## config.mk

```make
export PLATFORM = sky130hd
export DESIGN_NAME = patch_code_line_decoder
export DESIGN_NICKNAME = d
export VERILOG_FILES = /design/src/rtl/pcld_pkg.sv /design/src/rtl/pcld_decode.sv /design/src/rtl/patch_code_line_decoder.sv
export SDC_FILE = /design/constraint.sdc
export NUM_CORES = 1
export LEC_CHECK = 0
export ABC_AREA = 1
export BUFFER_PORTS_ARGS = -buffer_cell sky130_fd_sc_hd__clkbuf_2
export CAP_MARGIN = 5
export CORE_UTILIZATION = 40
export DETAILED_ROUTE_END_ITERATION = 7
export GPL_ROUTABILITY_DRIVEN = 1
export GPL_TIMING_DRIVEN = 0
export MAX_ROUTING_LAYER = met4
export SETUP_SLACK_MARGIN = 0.02
export SYNTH_ARGS = -nofsm -noshare
export SYNTH_HDL_FRONTEND = slang
export SYNTH_SLANG_ARGS = --single-unit
```

## constraint.sdc

```tcl
create_clock -name clk -period 6.2 [get_ports clk]
set_input_delay 0.31 -clock clk [delete_from_list [all_inputs] [get_ports clk]]
set_output_delay 0.31 -clock clk [all_outputs]
set_load 0.05 [all_outputs]
```

## src/rtl/pcld_pkg.sv

```systemverilog
`timescale 1ns / 1ps
// ----------------------------------------------------------------------------
// pcld_pkg
// Types, codes and helper functions shared by the patch code line decoder.
// ----------------------------------------------------------------------------
package pcld_pkg;

	// line kinds
	localparam logic [1:0] OP_CODE    = 2'd0;
	localparam logic [1:0] OP_SECTION = 2'd1;
	localparam logic [1:0] OP_END     = 2'd2;

	// result status codes
	localparam logic [2:0] ST_RECORD     = 3'd0;
	localparam logic [2:0] ST_MORE       = 3'd1;
	localparam logic [2:0] ST_IGNORED    = 3'd2;
	localparam logic [2:0] ST_SYNTAX_ERR = 3'd3;
	localparam logic [2:0] ST_INCOMPLETE = 3'd4;
	localparam logic [2:0] ST_END_OK     = 3'd5;

	// record kinds
	localparam logic [2:0] K_WRITE      = 3'd0;
	localparam logic [2:0] K_SECT_WRITE = 3'd1;
	localparam logic [2:0] K_ADD        = 3'd2;
	localparam logic [2:0] K_LOOP       = 3'd3;
	localparam logic [2:0] K_SEARCH     = 3'd4;
	localparam logic [2:0] K_OFFSET_DEC = 3'd5;
	localparam logic [2:0] K_SECT_OFS   = 3'd6;

	// leading hex digit routing
	localparam logic [3:0] D0_LOOP   = 4'h4;
	localparam logic [3:0] D0_ADD    = 4'h7;
	localparam logic [3:0] D0_SEARCH = 4'h8;
	localparam logic [3:0] D0_OFFSET = 4'h9;
	localparam logic [3:0] DIGIT_REL = 4'h8;
	localparam logic [3:0] D1_OFFSET = 4'h3;
	localparam logic [3:0] MAX_SIZE  = 4'h2;

	// decoder phase
	typedef enum logic [2:0] {
		PH_CODE   = 3'b001,
		PH_LOOP   = 3'b010,
		PH_SEARCH = 3'b100
	} phase_t;

	typedef struct packed {
		logic [1:0]  op;
		logic        special_mark;
		logic [31:0] address_word;
		logic [31:0] value_word;
		logic [30:0] section_number;
	} line_item_t;

	typedef struct packed {
		logic [2:0]  status;
		logic [2:0]  record_kind;
		logic [23:0] target_address;
		logic [31:0] data_value;
		logic [31:0] data_step;
		logic [2:0]  access_size;
		logic        offset_relative;
		logic [30:0] section_id;
		logic [11:0] repeat_count;
		logic [15:0] address_step;
		logic [63:0] pattern_bytes;
		logic [3:0]  pattern_count;
	} rec_item_t;

	typedef struct packed {
		phase_t      phase;
		logic [23:0] loop_addr;
		logic [11:0] loop_count;
		logic [15:0] loop_astep;
		logic [1:0]  loop_size;
		logic        loop_rel;
		logic [11:0] search_count;
		logic [15:0] bytes_left;
	} dec_state_t;

	// keep the low n bytes of a word, n up to 4
	function automatic logic [31:0] byte_mask32(input logic [2:0] n);
		logic [31:0] m;
		case (n)
			3'd0: m = 32'h0000_0000;
			3'd1: m = 32'h0000_00FF;
			3'd2: m = 32'h0000_FFFF;
			3'd3: m = 32'h00FF_FFFF;
			default: m = 32'hFFFF_FFFF;
		endcase
		return m;
	endfunction

	// size code to bytes per access
	function automatic logic [2:0] size_bytes(input logic [3:0] code);
		logic [2:0] b;
		case (code)
			4'd0: b = 3'd1;
			4'd1: b = 3'd2;
			default: b = 3'd4;
		endcase
		return b;
	endfunction

endpackage

```

## src/rtl/pcld_decode.sv

```systemverilog
`timescale 1ns / 1ps
// ----------------------------------------------------------------------------
// pcld_decode
// Single-pass decode of one patch line against the held loop/search state:
// produces the result record and the state left behind.
// ----------------------------------------------------------------------------
module pcld_decode import pcld_pkg::*; (
	input  line_item_t line_data,
	input  dec_state_t cur_state,
	output rec_item_t  rec_data,
	output dec_state_t nxt_state
);

	logic [3:0]  d0, d1, d2;
	logic [23:0] a24;
	logic [31:0] aw, vw;
	logic        rel;
	logic        ph_loop, ph_search, ph_busy;
	logic [15:0] r1;
	logic [2:0]  n1, n2, n0;
	logic [15:0] r_next;
	logic        s_done;
	logic [15:0] total;

	assign aw  = line_data.address_word;
	assign vw  = line_data.value_word;
	assign d0  = aw[31:28];
	assign d1  = aw[27:24];
	assign d2  = aw[23:20];
	assign a24 = aw[23:0];
	assign rel = (d1 == DIGIT_REL);

	// phase decode, unused codes act as expecting a code line
	always_comb begin
		ph_loop   = 1'b0;
		ph_search = 1'b0;
		case (cur_state.phase)
			PH_LOOP:   ph_loop = 1'b1;
			PH_SEARCH: ph_search = 1'b1;
			default:   ph_loop = 1'b0;
		endcase
	end
	assign ph_busy = ph_loop | ph_search;

	// search continuation: up to two 4-byte chunks per line
	assign r1 = cur_state.bytes_left - 16'd4;
	always_comb begin
		n1     = 3'd4;
		n2     = 3'd0;
		r_next = 16'd0;
		s_done = 1'b1;
		if (cur_state.bytes_left <= 16'd4) begin
			n1 = cur_state.bytes_left[2:0];
		end else if (r1 <= 16'd4) begin
			n2 = r1[2:0];
		end else begin
			n2     = 3'd4;
			r_next = r1 - 16'd4;
			s_done = 1'b0;
		end
	end

	// first search line: byte total and first chunk length
	assign total = aw[15:0];
	assign n0    = (total < 16'd4) ? total[2:0] : 3'd4;

	// main routing
	always_comb begin
		rec_data  = '0;
		nxt_state = cur_state;
		case (line_data.op)
			OP_END: begin
				rec_data.status = ph_busy ? ST_INCOMPLETE : ST_END_OK;
				nxt_state.phase = PH_CODE;
			end
			OP_SECTION: begin
				if (ph_busy) begin
					rec_data.status = ST_SYNTAX_ERR;
					nxt_state.phase = PH_CODE;
				end else begin
					rec_data.record_kind     = K_SECT_OFS;
					rec_data.offset_relative = 1'b1;
					rec_data.section_id      = line_data.section_number;
				end
			end
			OP_CODE: begin
				if (line_data.special_mark && ph_busy) begin
					rec_data.status = ST_SYNTAX_ERR;
					nxt_state.phase = PH_CODE;
				end else if (ph_loop) begin
					// second loop line
					rec_data.record_kind     = K_LOOP;
					rec_data.target_address  = cur_state.loop_addr;
					rec_data.data_value      = aw;
					rec_data.data_step       = vw;
					rec_data.access_size     = {1'b0, cur_state.loop_size};
					rec_data.offset_relative = cur_state.loop_rel;
					rec_data.repeat_count    = cur_state.loop_count;
					rec_data.address_step    = cur_state.loop_astep;
					nxt_state.phase          = PH_CODE;
				end else if (ph_search) begin
					// search pattern continuation
					rec_data.record_kind   = K_SEARCH;
					rec_data.repeat_count  = cur_state.search_count;
					rec_data.pattern_bytes = {vw & byte_mask32(n2), aw & byte_mask32(n1)};
					rec_data.pattern_count = {1'b0, n1} + {1'b0, n2};
					nxt_state.bytes_left   = r_next;
					if (s_done) begin
						rec_data.target_address  = a24;
						rec_data.data_value      = vw;
						rec_data.offset_relative = rel;
						nxt_state.phase          = PH_CODE;
					end else begin
						rec_data.status = ST_MORE;
					end
				end else if (line_data.special_mark) begin
					// section write
					if (d0 > MAX_SIZE) begin
						rec_data.status = ST_SYNTAX_ERR;
					end else begin
						rec_data.record_kind     = K_SECT_WRITE;
						rec_data.target_address  = {4'h0, a24[19:0]};
						rec_data.data_value      = vw;
						rec_data.offset_relative = rel;
						rec_data.access_size     = size_bytes(d0);
						rec_data.section_id      = {23'd0, aw[27:20]};
					end
				end else begin
					case (d0)
						4'h0, 4'h1, 4'h2: begin
							rec_data.record_kind     = K_WRITE;
							rec_data.target_address  = a24;
							rec_data.data_value      = vw;
							rec_data.offset_relative = rel;
							rec_data.access_size     = size_bytes(d0);
						end
						D0_LOOP: begin
							if (vw[31:28] > MAX_SIZE) begin
								rec_data.status = ST_SYNTAX_ERR;
							end else begin
								nxt_state.loop_rel   = rel;
								nxt_state.loop_addr  = a24;
								nxt_state.loop_count = vw[27:16];
								nxt_state.loop_astep = vw[15:0];
								nxt_state.loop_size  = vw[29:28];
								nxt_state.phase      = PH_LOOP;
								rec_data.status          = ST_MORE;
								rec_data.record_kind     = K_LOOP;
								rec_data.target_address  = a24;
								rec_data.access_size     = {1'b0, vw[29:28]};
								rec_data.offset_relative = rel;
								rec_data.repeat_count    = vw[27:16];
								rec_data.address_step    = vw[15:0];
							end
						end
						D0_ADD: begin
							if (d1 > MAX_SIZE) begin
								rec_data.status = ST_IGNORED;
							end else begin
								rec_data.record_kind     = K_ADD;
								rec_data.target_address  = {4'h0, a24[19:0]};
								rec_data.data_value      = vw;
								rec_data.offset_relative = (d2 == DIGIT_REL);
								rec_data.access_size     = size_bytes(d1);
							end
						end
						D0_SEARCH: begin
							nxt_state.search_count = aw[27:16];
							rec_data.record_kind   = K_SEARCH;
							rec_data.repeat_count  = aw[27:16];
							rec_data.pattern_bytes = {32'd0, vw & byte_mask32(n0)};
							rec_data.pattern_count = {1'b0, n0};
							if (total > 16'd4) begin
								nxt_state.bytes_left = total - 16'd4;
								nxt_state.phase      = PH_SEARCH;
								rec_data.status      = ST_MORE;
							end else begin
								rec_data.target_address  = a24;
								rec_data.data_value      = vw;
								rec_data.offset_relative = rel;
							end
						end
						D0_OFFSET: begin
							if (d1 != D1_OFFSET) begin
								rec_data.status = ST_SYNTAX_ERR;
							end else begin
								rec_data.record_kind    = K_OFFSET_DEC;
								rec_data.target_address = a24;
								rec_data.data_value     = vw;
							end
						end
						default: begin
							rec_data.status = ST_SYNTAX_ERR;
						end
					endcase
				end
			end
			default: begin
				rec_data.status = ST_IGNORED;
			end
		endcase
	end

endmodule

```

## src/rtl/patch_code_line_decoder.sv

```systemverilog
`timescale 1ns / 1ps
// ----------------------------------------------------------------------------
// patch_code_line_decoder
// Turns memory-patch code lines into patch records, one record per line.
// ----------------------------------------------------------------------------
// Each request (a code line, a section line or an end mark) yields exactly one
// record. A request is captured in an input register, decoded against the held
// loop/search state, and placed in an output register; the held state updates
// in the same cycle the record is loaded. The block takes one line per cycle
// while the output is not stalled; an accepted line passes the input register
// and then the output register, where its record waits until taken. A stalled
// output holds the record while one more line waits in the input register.
// Loops span two lines, searches as many lines as their pattern needs; errors
// and the end mark return the decoder to expecting a fresh code line.
module patch_code_line_decoder import pcld_pkg::*; (
	input  logic       clk,
	input  logic       arst_n,
	input  logic       line_valid,
	output logic       line_ready,
	input  line_item_t line_data,
	output logic       rec_valid,
	input  logic       rec_ready,
	output rec_item_t  rec_data
);

	logic       valid_s1;
	line_item_t line_s1;
	logic       valid_s2;
	rec_item_t  rec_s2;
	dec_state_t state_q;
	dec_state_t state_nxt;
	rec_item_t  rec_nxt;
	logic       advance;
	logic       load_s2;

	// output stage free or emptying this cycle
	assign advance    = !valid_s2 || rec_ready;
	assign load_s2    = valid_s1 && advance;
	assign line_ready = !valid_s1 || advance;

	// input register
	always_ff @(posedge clk or negedge arst_n) begin
		if (!arst_n) begin
			valid_s1 <= 1'b0;
		end else if (line_ready) begin
			valid_s1 <= line_valid;
		end
	end

	always_ff @(posedge clk) begin
		if (line_valid && line_ready) begin
			line_s1 <= line_data;
		end
	end

	// line decode
	pcld_decode u_decode (
		.line_data (line_s1),
		.cur_state (state_q),
		.rec_data  (rec_nxt),
		.nxt_state (state_nxt)
	);

	// held loop/search state
	always_ff @(posedge clk or negedge arst_n) begin
		if (!arst_n) begin
			state_q <= '{phase: PH_CODE, loop_addr: '0, loop_count: '0, loop_astep: '0,
				loop_size: '0, loop_rel: 1'b0, search_count: '0, bytes_left: '0};
		end else if (load_s2) begin
			state_q <= state_nxt;
		end
	end

	// result register
	always_ff @(posedge clk or negedge arst_n) begin
		if (!arst_n) begin
			valid_s2 <= 1'b0;
		end else if (advance) begin
			valid_s2 <= valid_s1;
		end
	end

	always_ff @(posedge clk) begin
		if (load_s2) begin
			rec_s2 <= rec_nxt;
		end
	end

	assign rec_valid = valid_s2;
	assign rec_data  = rec_s2;

	// an empty output stage never holds back the input
	a_ready_when_empty: assert property (@(posedge clk) disable iff (!arst_n)
		!valid_s2 |-> line_ready)
		else $error("line_ready low with empty output stage");

	// a first loop line leaves the decoder waiting for the second line
	a_loop_phase: assert property (@(posedge clk) disable iff (!arst_n)
		(load_s2 && rec_nxt.status == ST_MORE && rec_nxt.record_kind == K_LOOP)
		|=> state_q.phase == PH_LOOP)
		else $error("loop first line did not enter loop phase");

	// a pending record implies a pending loop or search
	a_more_busy: assert property (@(posedge clk) disable iff (!arst_n)
		(valid_s2 && rec_s2.status == ST_MORE) |-> state_q.phase != PH_CODE)
		else $error("more-lines record while expecting a code line");

	// pattern chunks never exceed eight bytes
	a_pattern_count: assert property (@(posedge clk) disable iff (!arst_n)
		valid_s2 |-> rec_s2.pattern_count <= 4'd8)
		else $error("pattern count above eight");

endmodule

```

==> run metrics, run 1 <==
first-pass GRT wire length ~81000 um; Post-Syn Area ~0.017 sq mm; Detail Route Antenna Nets 0; Crit path arrival time between 3000 and 4000 ps; pin count of the biggest net entering global routing between 100 and 150; Clock Power Share between 30 and 40%; vias in the first global route roughly 14000; Cell Pwr Density 332.6 mW/mm^2; worst path cell trace buf_4 > inv_2 > ha_1 > nand2_2 > nor2_4 > nor2_1 > nor2_2 > nand2_1 > nor2_1 > nand3_2 > nor2_1 > nand2_1 > fa_1 > or2_2 > a21oi_1; Crit-path slowest cell fa_1; root buf cell clkbuf_16; Max H-tree Level 2; Seq/Total Area, Yosys between 60% and 70%; via count ~14000; antenna violations before repair 1; initial DRC count 1399; met3 WL ~4600 um; maxcap violations 0; Switching Share 31.35%; internal cell power roughly 5 mW; die area about 0.044 sq mm; Ys Warns 0; Post-synth EDFFs 323; Slew Viols, Final 0; Psw 2.328 mW; 1st-pass router iterations 6; CP Capture Type flop; Least-Margin Pin Slew approximately 760 ps; I/O pins ~330; design area between 0.02 and 0.025 sq mm; Worst path max stage delay between 400 and 500 ps; total power about 7.4 mW; CTS Buf Count 45; Seq cells post-synth 411; FFs w/ async S/R, synth 21.41%; crit path launch type flop; Post-DP HPWL approximately 40000 um; static leakage 9.404 nW; Total GRT Usage 25.49%; most common cell after layout, fill and taps aside clkbuf_2; total wire length about 55000 um; crit-path max FO 8; chip height 210.6 um; Antenna Diode Count 0; WL met2 around 25000 um; commonest non-fill, non-tap cells in the layout clkbuf_2 (327), edfxtp_1 (323), nand2_1 (314), nor2_1 (177), inv_1 (152); layout cell share with drive strength beyond 1 a little over a fifth; Hold Violations, Final 0; worst skew pair latency about 600 ps; status finished clean; Overflow after GRT 0; Max Clk Rate about 0.29 GHz; DR top layer met4; Netlist cell types 48; Final min period approximately 3500 ps; worst min path class in -> reg; Nets 2176; worst vdd ir around 0.23 mV; PortBufs 328; drt wl/cell between 20 and 25 um; core area between 0.04 and 0.05 sq mm; Final Cycle Share between 50% and 60%; Seq pwr share between 40% and 50%; DRC viols 0; Initial Util between 40% and 50%; clock sink count about 400; CP Class reg -> reg; CTS tree done; Gates resized, CTS repair 0; clock slew at reported path FFs ~70 ps; clk buf depth 3; GP Congestion 0.9226; row cnt 76; DIE WIDTH approximately 210 um; RSZ-0062 raised after global routing no; crit-path most repeated cell nor2_1; slew margin rel. 49.14%; most common flop cell mapped by yosys edfxtp_1; Cells after Synth between 1500 and 2000; area delta synth->final 28.26%; Via density roughly 5.2; Gate power share 18.1%; M1 WL ~24000 um; post-synth net total around 1700; endpoints failing setup 0; placed instance area around 0.020 sq mm; Worst EP required between 6000 and 7000 ps; Avg Cell Area, Syn roughly 11 sq um; final setup skew roughly 18 ps
-- layout make-up --
| type | instances | area [sq um] |
|---|---|---|
| flip-flops and latches | 411 | 11900 |
| clock inverters | 27 | 267.8 |
| inverters | 163 | 621.8 |
| repair buffers | 431 | 2728 |
| clock buffers | 57 | 1181 |
| plain buffers | 63 | 289.0 |
| well taps | 585 | 732.0 |
| fillers | 3952 | 20660 |
| multi-input cells | 951 | 4599 |
-- worst max-delay path, delay by kind of cell (launching register included) --
kind	cells	cell delay, ps
AOI/OAI and AO/OA	1	300
and+or+nand+nor	10	1590
DFF	1	410
adders and majority gates	2	660
buffers and inverters	2	280
-- power by group through the flow --
| stage | Sequential, mW | Combinational (mW) | Clock [mW] |
|---|---|---|---|
| after floorplan | 4.08 | 0.319 | 0 |
| after global placement | 3.55 | 1.27 | 0 |
| after detailed placement | 3.49 | 1.29 | 0 |
| after CTS | 3.43 | 1.34 | 2.71 |
| after global routing | 3.46 | 1.42 | 2.81 |
| final | 3.43 | 1.34 | 2.65 |
-- logic make-up after synthesis --
group / after synthesis / synth area share, %
and+or+nand+nor: 657 / 16.07
other: 1 / 0.02155
AOI/OAI and AO/OA: 269 / 8.829
DFF: 411 / 68.39
buffers and inverters: 226 / 5.177
xor gates and xnor gates: 16 / 0.8915
adders and majority gates: 8 / 0.6183
-- through the flow --
stage	hold WS (ps)	TNS [ps]	utilization [%]	setup slack, ps	instances
6_report	37.99	0	51.93	2729	2688
5_1_grt	28.54	0	51.93	2557	2688
4_1_cts	3.830	0	51.93	2702	2688
3_5_place_dp	332.1	0	46.23	2739	2504
3_3_place_gp	462.5	-342180	46.01	-1561	2501
2_1_floorplan	14.41	0	-	444.1	1588
-- state kept, by name, indices dropped and copies added (netlist names) --
signal / cells
rec_valid: 1
valid_s1: 1
state_q: 86
line_s1: 98
rec_data: 225
-- routing by layer --
layer	GRT usage (%)	vias up
met5	-	-
met4	8.996	0
met3	4.708	105
met2	38.67	671
met1	34.39	6756
li1	-	6444
-- Yosys cell counts (10+ instances only) --
cell      number  area share [%]
dfrtp_1       87              13
o21ai_1       18            0.52
nand2_1      314             6.8
nand3_1       82             2.4
nor2_1       177             3.8
a21oi_1       36             1.0
edfxtp_1     323              56
xor2_1        10            0.50
nand4_1       34             1.2
nor3_1        22            0.63
a31oi_1       18            0.65
clkbuf_1      39            0.84
a22oi_1       10            0.43
inv_1        154             3.3
o22ai_1       13            0.47
o32ai_1       10            0.50
o31ai_1       15            0.65
o21ai_0      137             3.9
buf_2         12            0.35
-- path summary, 6_finish.rpt --
| check | startpoint | to | slack, ps | cells past startpoint |
|---|---|---|---|---|
| max | state_q[2]$_DFFE_PN0P_ | rec_data[1]$_SDFFCE_PP0P_ | 2730 | 15 |
| min | line_valid | valid_s1$_DFFE_PN0N_ | 40 | 3 |
| max reg2reg | state_q[2]$_DFFE_PN0P_ | rec_data[1]$_SDFFCE_PP0P_ | 2730 | 15 |
| min reg2reg | state_q[76]$_DFFE_PN0P_ | state_q[76]$_DFFE_PN0P_ | 490 | 2 |
| max in group asynchronous | arst_n | state_q[40]$_DFFE_PN0P_ | 5200 | 3 |
| min in group asynchronous | arst_n | state_q[54]$_DFFE_PN0P_ | 280 | 2 |
-- timing repair --
item | 4_1_cts | 5_1_grt
hold buffers | 100 | 0
endpoints found under the hold margin | 124 | 0
buffers inserted | 0 | 0
Note: power is estimated with default switching activity, not from simulation.
==> inputs of run 2 (changes only) <==
- clock period: 6.2 -> 2.8 ns (I/O delays scaled with it)
==> run metrics, run 2 (synthesis results as in run 1) <==
status finished clean; die area 0.04435 sq mm (unchanged); Cell Pwr Density 751.9 mW/mm^2 (+130%); Worst EP required 3220 ps (-3360 ps); CP Class reg -> reg; Gate power share 17.8% (-0.3 points); Layout fillers 3842 (-2.8%); antenna violations before repair 2 (+1); Via density 5.214 (+0.27%); 1st-pass router iterations 5 (-1); PortBufs 328 (unchanged); slew margin rel. 42.59% (-6.6 points); DIE WIDTH 210.6 um (unchanged); Seq pwr share 44.0% (-2.2 points); CTS tree done; internal cell power 12.07 mW (+140%); drt wl/cell 20.65 um (+0.56%); Final Cycle Share 97.93% (+42 points); Antenna Diode Count 0 (unchanged); vias in the first global route 13820 (+1.9%); commonest non-fill, non-tap cells in the layout clkbuf_2 (333), edfxtp_1 (323), nand2_1 (304), nor2_1 (166), inv_1 (148); clk buf depth 3 (unchanged); crit-path max FO 5 (-3); Total GRT Usage 25.91% (+0.42 points); Critical R2R Launch state_q[2]$_DFFE_PN0P_; pin count of the biggest net entering global routing 63 (-51%); Post-Place Cells 2509 (+0.20%); total wire length 55950 um (+1.4%); clock sink count 411 (unchanged); Overflow after GRT 0 (unchanged); Psw 5.230 mW (+120%); layout cell share with drive strength beyond 1 24.85% (+3.2 points); DRC viols 0 (unchanged); crit path launch type flop; worst skew pair latency 580 ps (about the same); CP Capture Type flop; endpoints failing setup 0 (unchanged); Max Clk Rate 0.3647 GHz (+27%); Slew Viols, Final 0 (unchanged); core area 0.04298 sq mm (unchanged); root buf cell clkbuf_16; via count 14130 (+1.1%); Hold Violations, Final 0 (unchanged); Switching Share 30.24% (-1.1 points); maxcap violations 0 (unchanged); Crit path arrival time 3160 ps (-690 ps); worst min path class in -> async; reg2reg path depth 18 (+3); Least-Margin Pin Slew 858.0 ps (+95.19 ps); first-pass GRT wire length 83120 um (+2.0%); row cnt 76 (unchanged); total power 17.30 mW (+130%); Largest register FFs 225 (unchanged); CP startpoint state_q[2]$_DFFE_PN0P_; Post-DP HPWL 40730 um (+2.4%); most common cell after layout, fill and taps aside clkbuf_2; Detail Route Antenna Nets 0 (unchanged); final std cells w/o fill 2710 (+0.82%); I/O pins 329 (unchanged); worst vdd ir 0.4608 mV (+99%); Nets 2199 (+1.1%); clock slew at reported path FFs 70 ps (about the same); static leakage 9.699 nW (+3.1%); setup_tns 0 ps (unchanged); RSZ-0062 raised after global routing yes; area delta synth->final 32.18%; Final min period 2742 ps (-729.0 ps); Clock Power Share 38.2% (+2.5 points); CTS Buf Count 44 (-2.2%); Max H-tree Level 2 (unchanged); Initial Util 40.49% (unchanged); chip height 210.6 um (unchanged); initial DRC count 1311 (-6.3%); final setup skew 19.91 ps (+1.884 ps); final core occ 53.52% (+1.6 points); GP Congestion 0.9057 (-1.8%)
run 2: cell types whose count changed in the layout (fill, tap and decap cells not counted), sizes merged:
cell / delta
clkinv: -3
buf: +21
clkinvlp: +3
dlygate4sd3: +3
inv: -5
bufinv: +7
clkbuf: -4
run 2: layout make-up:
type / instances / area (sq um) / share of cell area, %
Clock buffer: 53 / 1207 / 5.249
Sequential cell: 411 / 11900 / 51.75
Timing Repair Buffer: 455 / 2988 / 12.99
Multi-Input combinational cell: 951 / 4798 / 20.86
Tap cell: 585 / 732.0 / 3.182
Buffer: 63 / 301.5 / 1.311
Inverter: 163 / 629.4 / 2.736
Clock inverter: 29 / 442.9 / 1.925
run 2: final timing paths:
path / to / slack (ps)
hold reg to reg: state_q[78]$_DFFE_PN0P_ / 480
min in group clk: line_s1[33]$_DFFE_PP_ / 270
max in group asynchronous: state_q[8]$_DFFE_PN0P_ / 1980
hold / removal: state_q[51]$_DFFE_PN0P_ / 100
setup reg to reg: rec_data[1]$_SDFFCE_PP0P_ / 60
setup / recovery: rec_data[1]$_SDFFCE_PP0P_ / 60
run 2: critical path, stage by stage (launching register included):
cell and delay, ps:
dfrtp_1 390, buf_6 140, inv_6 70, ha_4 160, nand2_2 70, nor2_4 80
buf_4 120, nand3_1 60, nand2_1 90, nand2_2 70, inv_2 60, nand2_2 50
nor2_2 90, nand3_2 90, nor2_1 100, nand2_1 90, fa_2 410, or2_4 270
a21oi_4 160
run 2: through the flow:
stage / worst slack, ps / hold WS [ps] / area, sq um
floorplan: -1676 / -155.6 / 17420
global placement: -3219 / 316.5 / 19800
detailed placement: -610.3 / 153.0 / 19970
CTS: -29.74 / 101.7 / 22790
global route: -89.00 / 142.5 / 23000
finish: 58.03 / 98.92 / 23000
run 2: what timing repair did:
| item | 4_1_cts | 5_1_grt |
|---|---|---|
| hold buffers | 103 | 0 |
| resized for setup | 20 | 44 |
| hold endpoints to repair | 188 | 0 |
| pin swaps | 8 | 12 |
| setup endpoints to repair | 139 | 206 |
| setup buffers | 9 | 7 |
run 2: per-layer routing:
layer	track usage, %	wire (um)	up-vias
met5	-	0	-
met4	7.246	1333	0
met3	4.768	3977	94
met2	40.07	26320	598
met1	35.05	24320	6949
li1	-	-	6488
run 2: power groups by stage:
stage	registers, mW	clock network [mW]	logic, mW
5_1_grt	7.66	6.94	3.25
3_3_place_gp	7.82	0	2.81
2_1_floorplan	9.01	0	0.713
3_5_place_dp	7.72	0	2.90
4_1_cts	7.61	6.72	3.04
6_report	7.62	6.61	3.08
==> inputs of run 3 (changes only) <==
- ABC_AREA: 1 -> unset
==> run metrics, run 3 <==
status finished, violations left; violated checks setup timing; row cnt 76 (unchanged); Synth area leader edfxtp_1; Least-Margin Pin Slew 942.8 ps (+84.76 ps); Total GRT Usage 24.96% (-0.95 points); area delta synth->final 36.97%; DIE WIDTH 210.7 um (about the same); CP Class reg -> reg; Max Clk Rate 0.2921 GHz (-20%); crit path launch type flop; Crit-path slowest cell or4_4; setup_tns -18610 ps (-18610 ps); root buf cell clkbuf_16; antenna violations before repair 0 (-2); total power 15.21 mW (-12%); Final Cycle Share 122.2% (+24 points); clk buf depth 3 (unchanged); Post-DP HPWL 37380 um (-8.2%); Seq cells post-synth 411 (unchanged); Layout fillers 3642 (-5.2%); static leakage 9.787 nW (+0.90%); drt wl/cell 22.91 um (+11%); post-route setup slack -623.0 ps (-681.0 ps); GP Congestion 0.9077 (+0.22%); 1st-pass router iterations 6 (+1); worst vdd ir 0.5735 mV (+24%); clock sink count 411 (unchanged); Antenna Diode Count 0 (unchanged); worst min path class in -> async; Final min period 3423 ps (+681.0 ps); Nets 1917 (-13%); RSZ-0062 raised after global routing yes; Slew Viols, Final 0 (unchanged); chip height 210.7 um (about the same); initial DRC count 1177 (-10%); first-pass GRT wire length 80060 um (-3.7%); clock slew at reported path FFs 60 ps (about the same); Place WS -1026 ps (-415.6 ps); Avg Cell Area, Syn 13.80 sq um (+26%); Overflow after GRT 0 (unchanged); maxcap violations 0 (unchanged); Via density 5.455 (+4.6%); via count 13250 (-6.2%); Hold Violations, Final 0 (unchanged); Buf/Inv on CP 1 (-3); slew margin rel. 36.80% (-5.8 points); DRC viols 0 (unchanged); Post-synth EDFFs 323 (unchanged); post-synth net total 1372 (-19%); worst skew pair latency 580 ps (about the same); Post-synth top cells edfxtp_1 (323), a22o_1 (100), dfrtp_1 (87); CP delay by family, top simple AND/OR/NAND/NOR gates; PortBufs 328 (unchanged); Worst path max stage delay 560 ps (+150 ps); Ys Warns 0 (unchanged); top post-synthesis cells by area edfxtp_1 (56%), dfrtp_1 (12%), a22o_1 (5.0%); Netlist cell types 75 (+56%); Worst EP required 3100 ps (-120 ps); FFs w/ async S/R, synth 21.41% (unchanged); most common flop cell mapped by yosys edfxtp_1; Cell Pwr Density 637.4 mW/mm^2 (-15%); final setup skew 23.57 ps (+3.654 ps); Largest register FFs 225 (unchanged); total wire length 55640 um (-0.55%); vias in the first global route 12840 (-7.1%); pin count of the biggest net entering global routing 60 (-4.8%); I/O pins 329 (unchanged); Cells after Synth 1262 (-21%); CTS Buf Count 45 (+2.3%); worst path cell trace or4_4 > o31ai_4 > nand3_2 > a211oi_4 > and2_4 > and3_4 > inv_2 > fa_2 > or3_1 > a31o_1; top cell type's share of synthesized area 55.69% (about the same); Max H-tree Level 2 (unchanged); die area 0.04438 sq mm (about the same); most common cell after layout, fill and taps aside clkbuf_2; core area 0.04298 sq mm (unchanged); CTS tree done; Initial Util 40.52% (about the same); Crit path arrival time 3720 ps (+560 ps); reg2reg setup slack -620 ps (-680 ps); crit-path max FO 8 (+3); Seq/Total Area, Yosys 68.34% (about the same); Post-Syn Area 0.01742 sq mm (about the same); count leader, synth edfxtp_1; CP Capture Type flop; final hold slack 132.6 ps (+33.67 ps); Detail Route Antenna Nets 0 (unchanged); layout cell share with drive strength beyond 1 36.55% (+12 points); commonest non-fill, non-tap cells in the layout clkbuf_2 (336), edfxtp_1 (323), dlygate4sd3_1 (102), a22o_1 (100), dfrtp_1 (84); endpoints failing setup 83 (+83)
run 3: kinds of logic after synthesis:
kind of cell    count (synthesis)  synth area share (%)
compound gates                288                 12.27
xor+xnor                       22                 1.106
fa+ha+maj                       8                0.6178
buf+inv                       112                 2.579
flops                         411                 68.34
mux                            69                 4.447
other cells                     1               0.02153
simple gates                  351                 10.62
run 3: path summary, 6_finish.rpt:
kind	startpoint	endpoint	depth (start not counted)
max	state_q[8]$_DFFE_PN0P_	rec_data[2]$_SDFFCE_PP0P_	10
min	arst_n	state_q[36]$_DFFE_PN0P_	2
max reg2reg	state_q[8]$_DFFE_PN0P_	rec_data[2]$_SDFFCE_PP0P_	10
min reg2reg	state_q[62]$_DFFE_PN0P_	state_q[62]$_DFFE_PN0P_	2
max in group asynchronous	arst_n	state_q[54]$_DFFE_PN0P_	3
min in group clk	line_data[46]	line_s1[46]$_DFFE_PP_	2
run 3: final cells by class:
| class | count | area [sq um] | share of cell area, % |
|---|---|---|---|
| buffer | 86 | 479.2 | 2.009 |
| clock buffer | 59 | 1189 | 4.982 |
| clock inverter | 25 | 239.0 | 1.002 |
| inverter | 17 | 83.83 | 0.3514 |
| multi-input combinational | 739 | 5709 | 23.93 |
| sequential | 411 | 11910 | 49.91 |
| tap | 585 | 732.0 | 3.068 |
| timing repair buffer | 506 | 3513 | 14.73 |
| timing repair inverter | 1 | 5.005 | 0.02098 |
run 3: per-stage QoR:
step / instances / utilization (%) / cell area, sq um
2_1_floorplan: 1262 / - / 17560
3_3_place_gp: 2175 / 46.37 / 19930
3_5_place_dp: 2185 / 46.85 / 20140
4_1_cts: 2390 / 53.52 / 23000
5_1_grt: 2429 / 55.50 / 23860
6_report: 2429 / 55.50 / 23860
run 3: where the power goes:
part	switching, mW	internal, mW	leakage (nW)
clock network	2.47	3.30	0.698
logic	1.57	0.616	4.70
registers	0.235	7.02	4.39
total	4.28	10.9	9.79
run 3: per-layer routing:
layer	vias up	share of wire [%]	track usage [%]
met5	-	0	-
li1	5969	-	-
met3	87	7.2	4.564
met1	6638	43	33.63
met4	0	2.5	7.221
met2	557	47	38.69
run 3: worst reg2reg max path, cell delays in order (launching register included):
cell,delay [ps]
dfrtp_1,510
or4_4,560
o31ai_4,290
nand3_2,140
a211oi_4,280
and2_4,190
and3_4,200
inv_2,40
fa_2,330
or3_1,350
a31o_1,270
run 3: timing repair:
| action | in CTS | in global routing |
|---|---|---|
| buffers inserted | 22 | 40 |
| setup endpoints to repair | 236 | 176 |
| cloned | 2 | 5 |
| gates resized for setup | 56 | 138 |
| hold buffers | 102 | 0 |
| pin swaps | 13 | 33 |
| hold endpoints to repair | 131 | 0 |
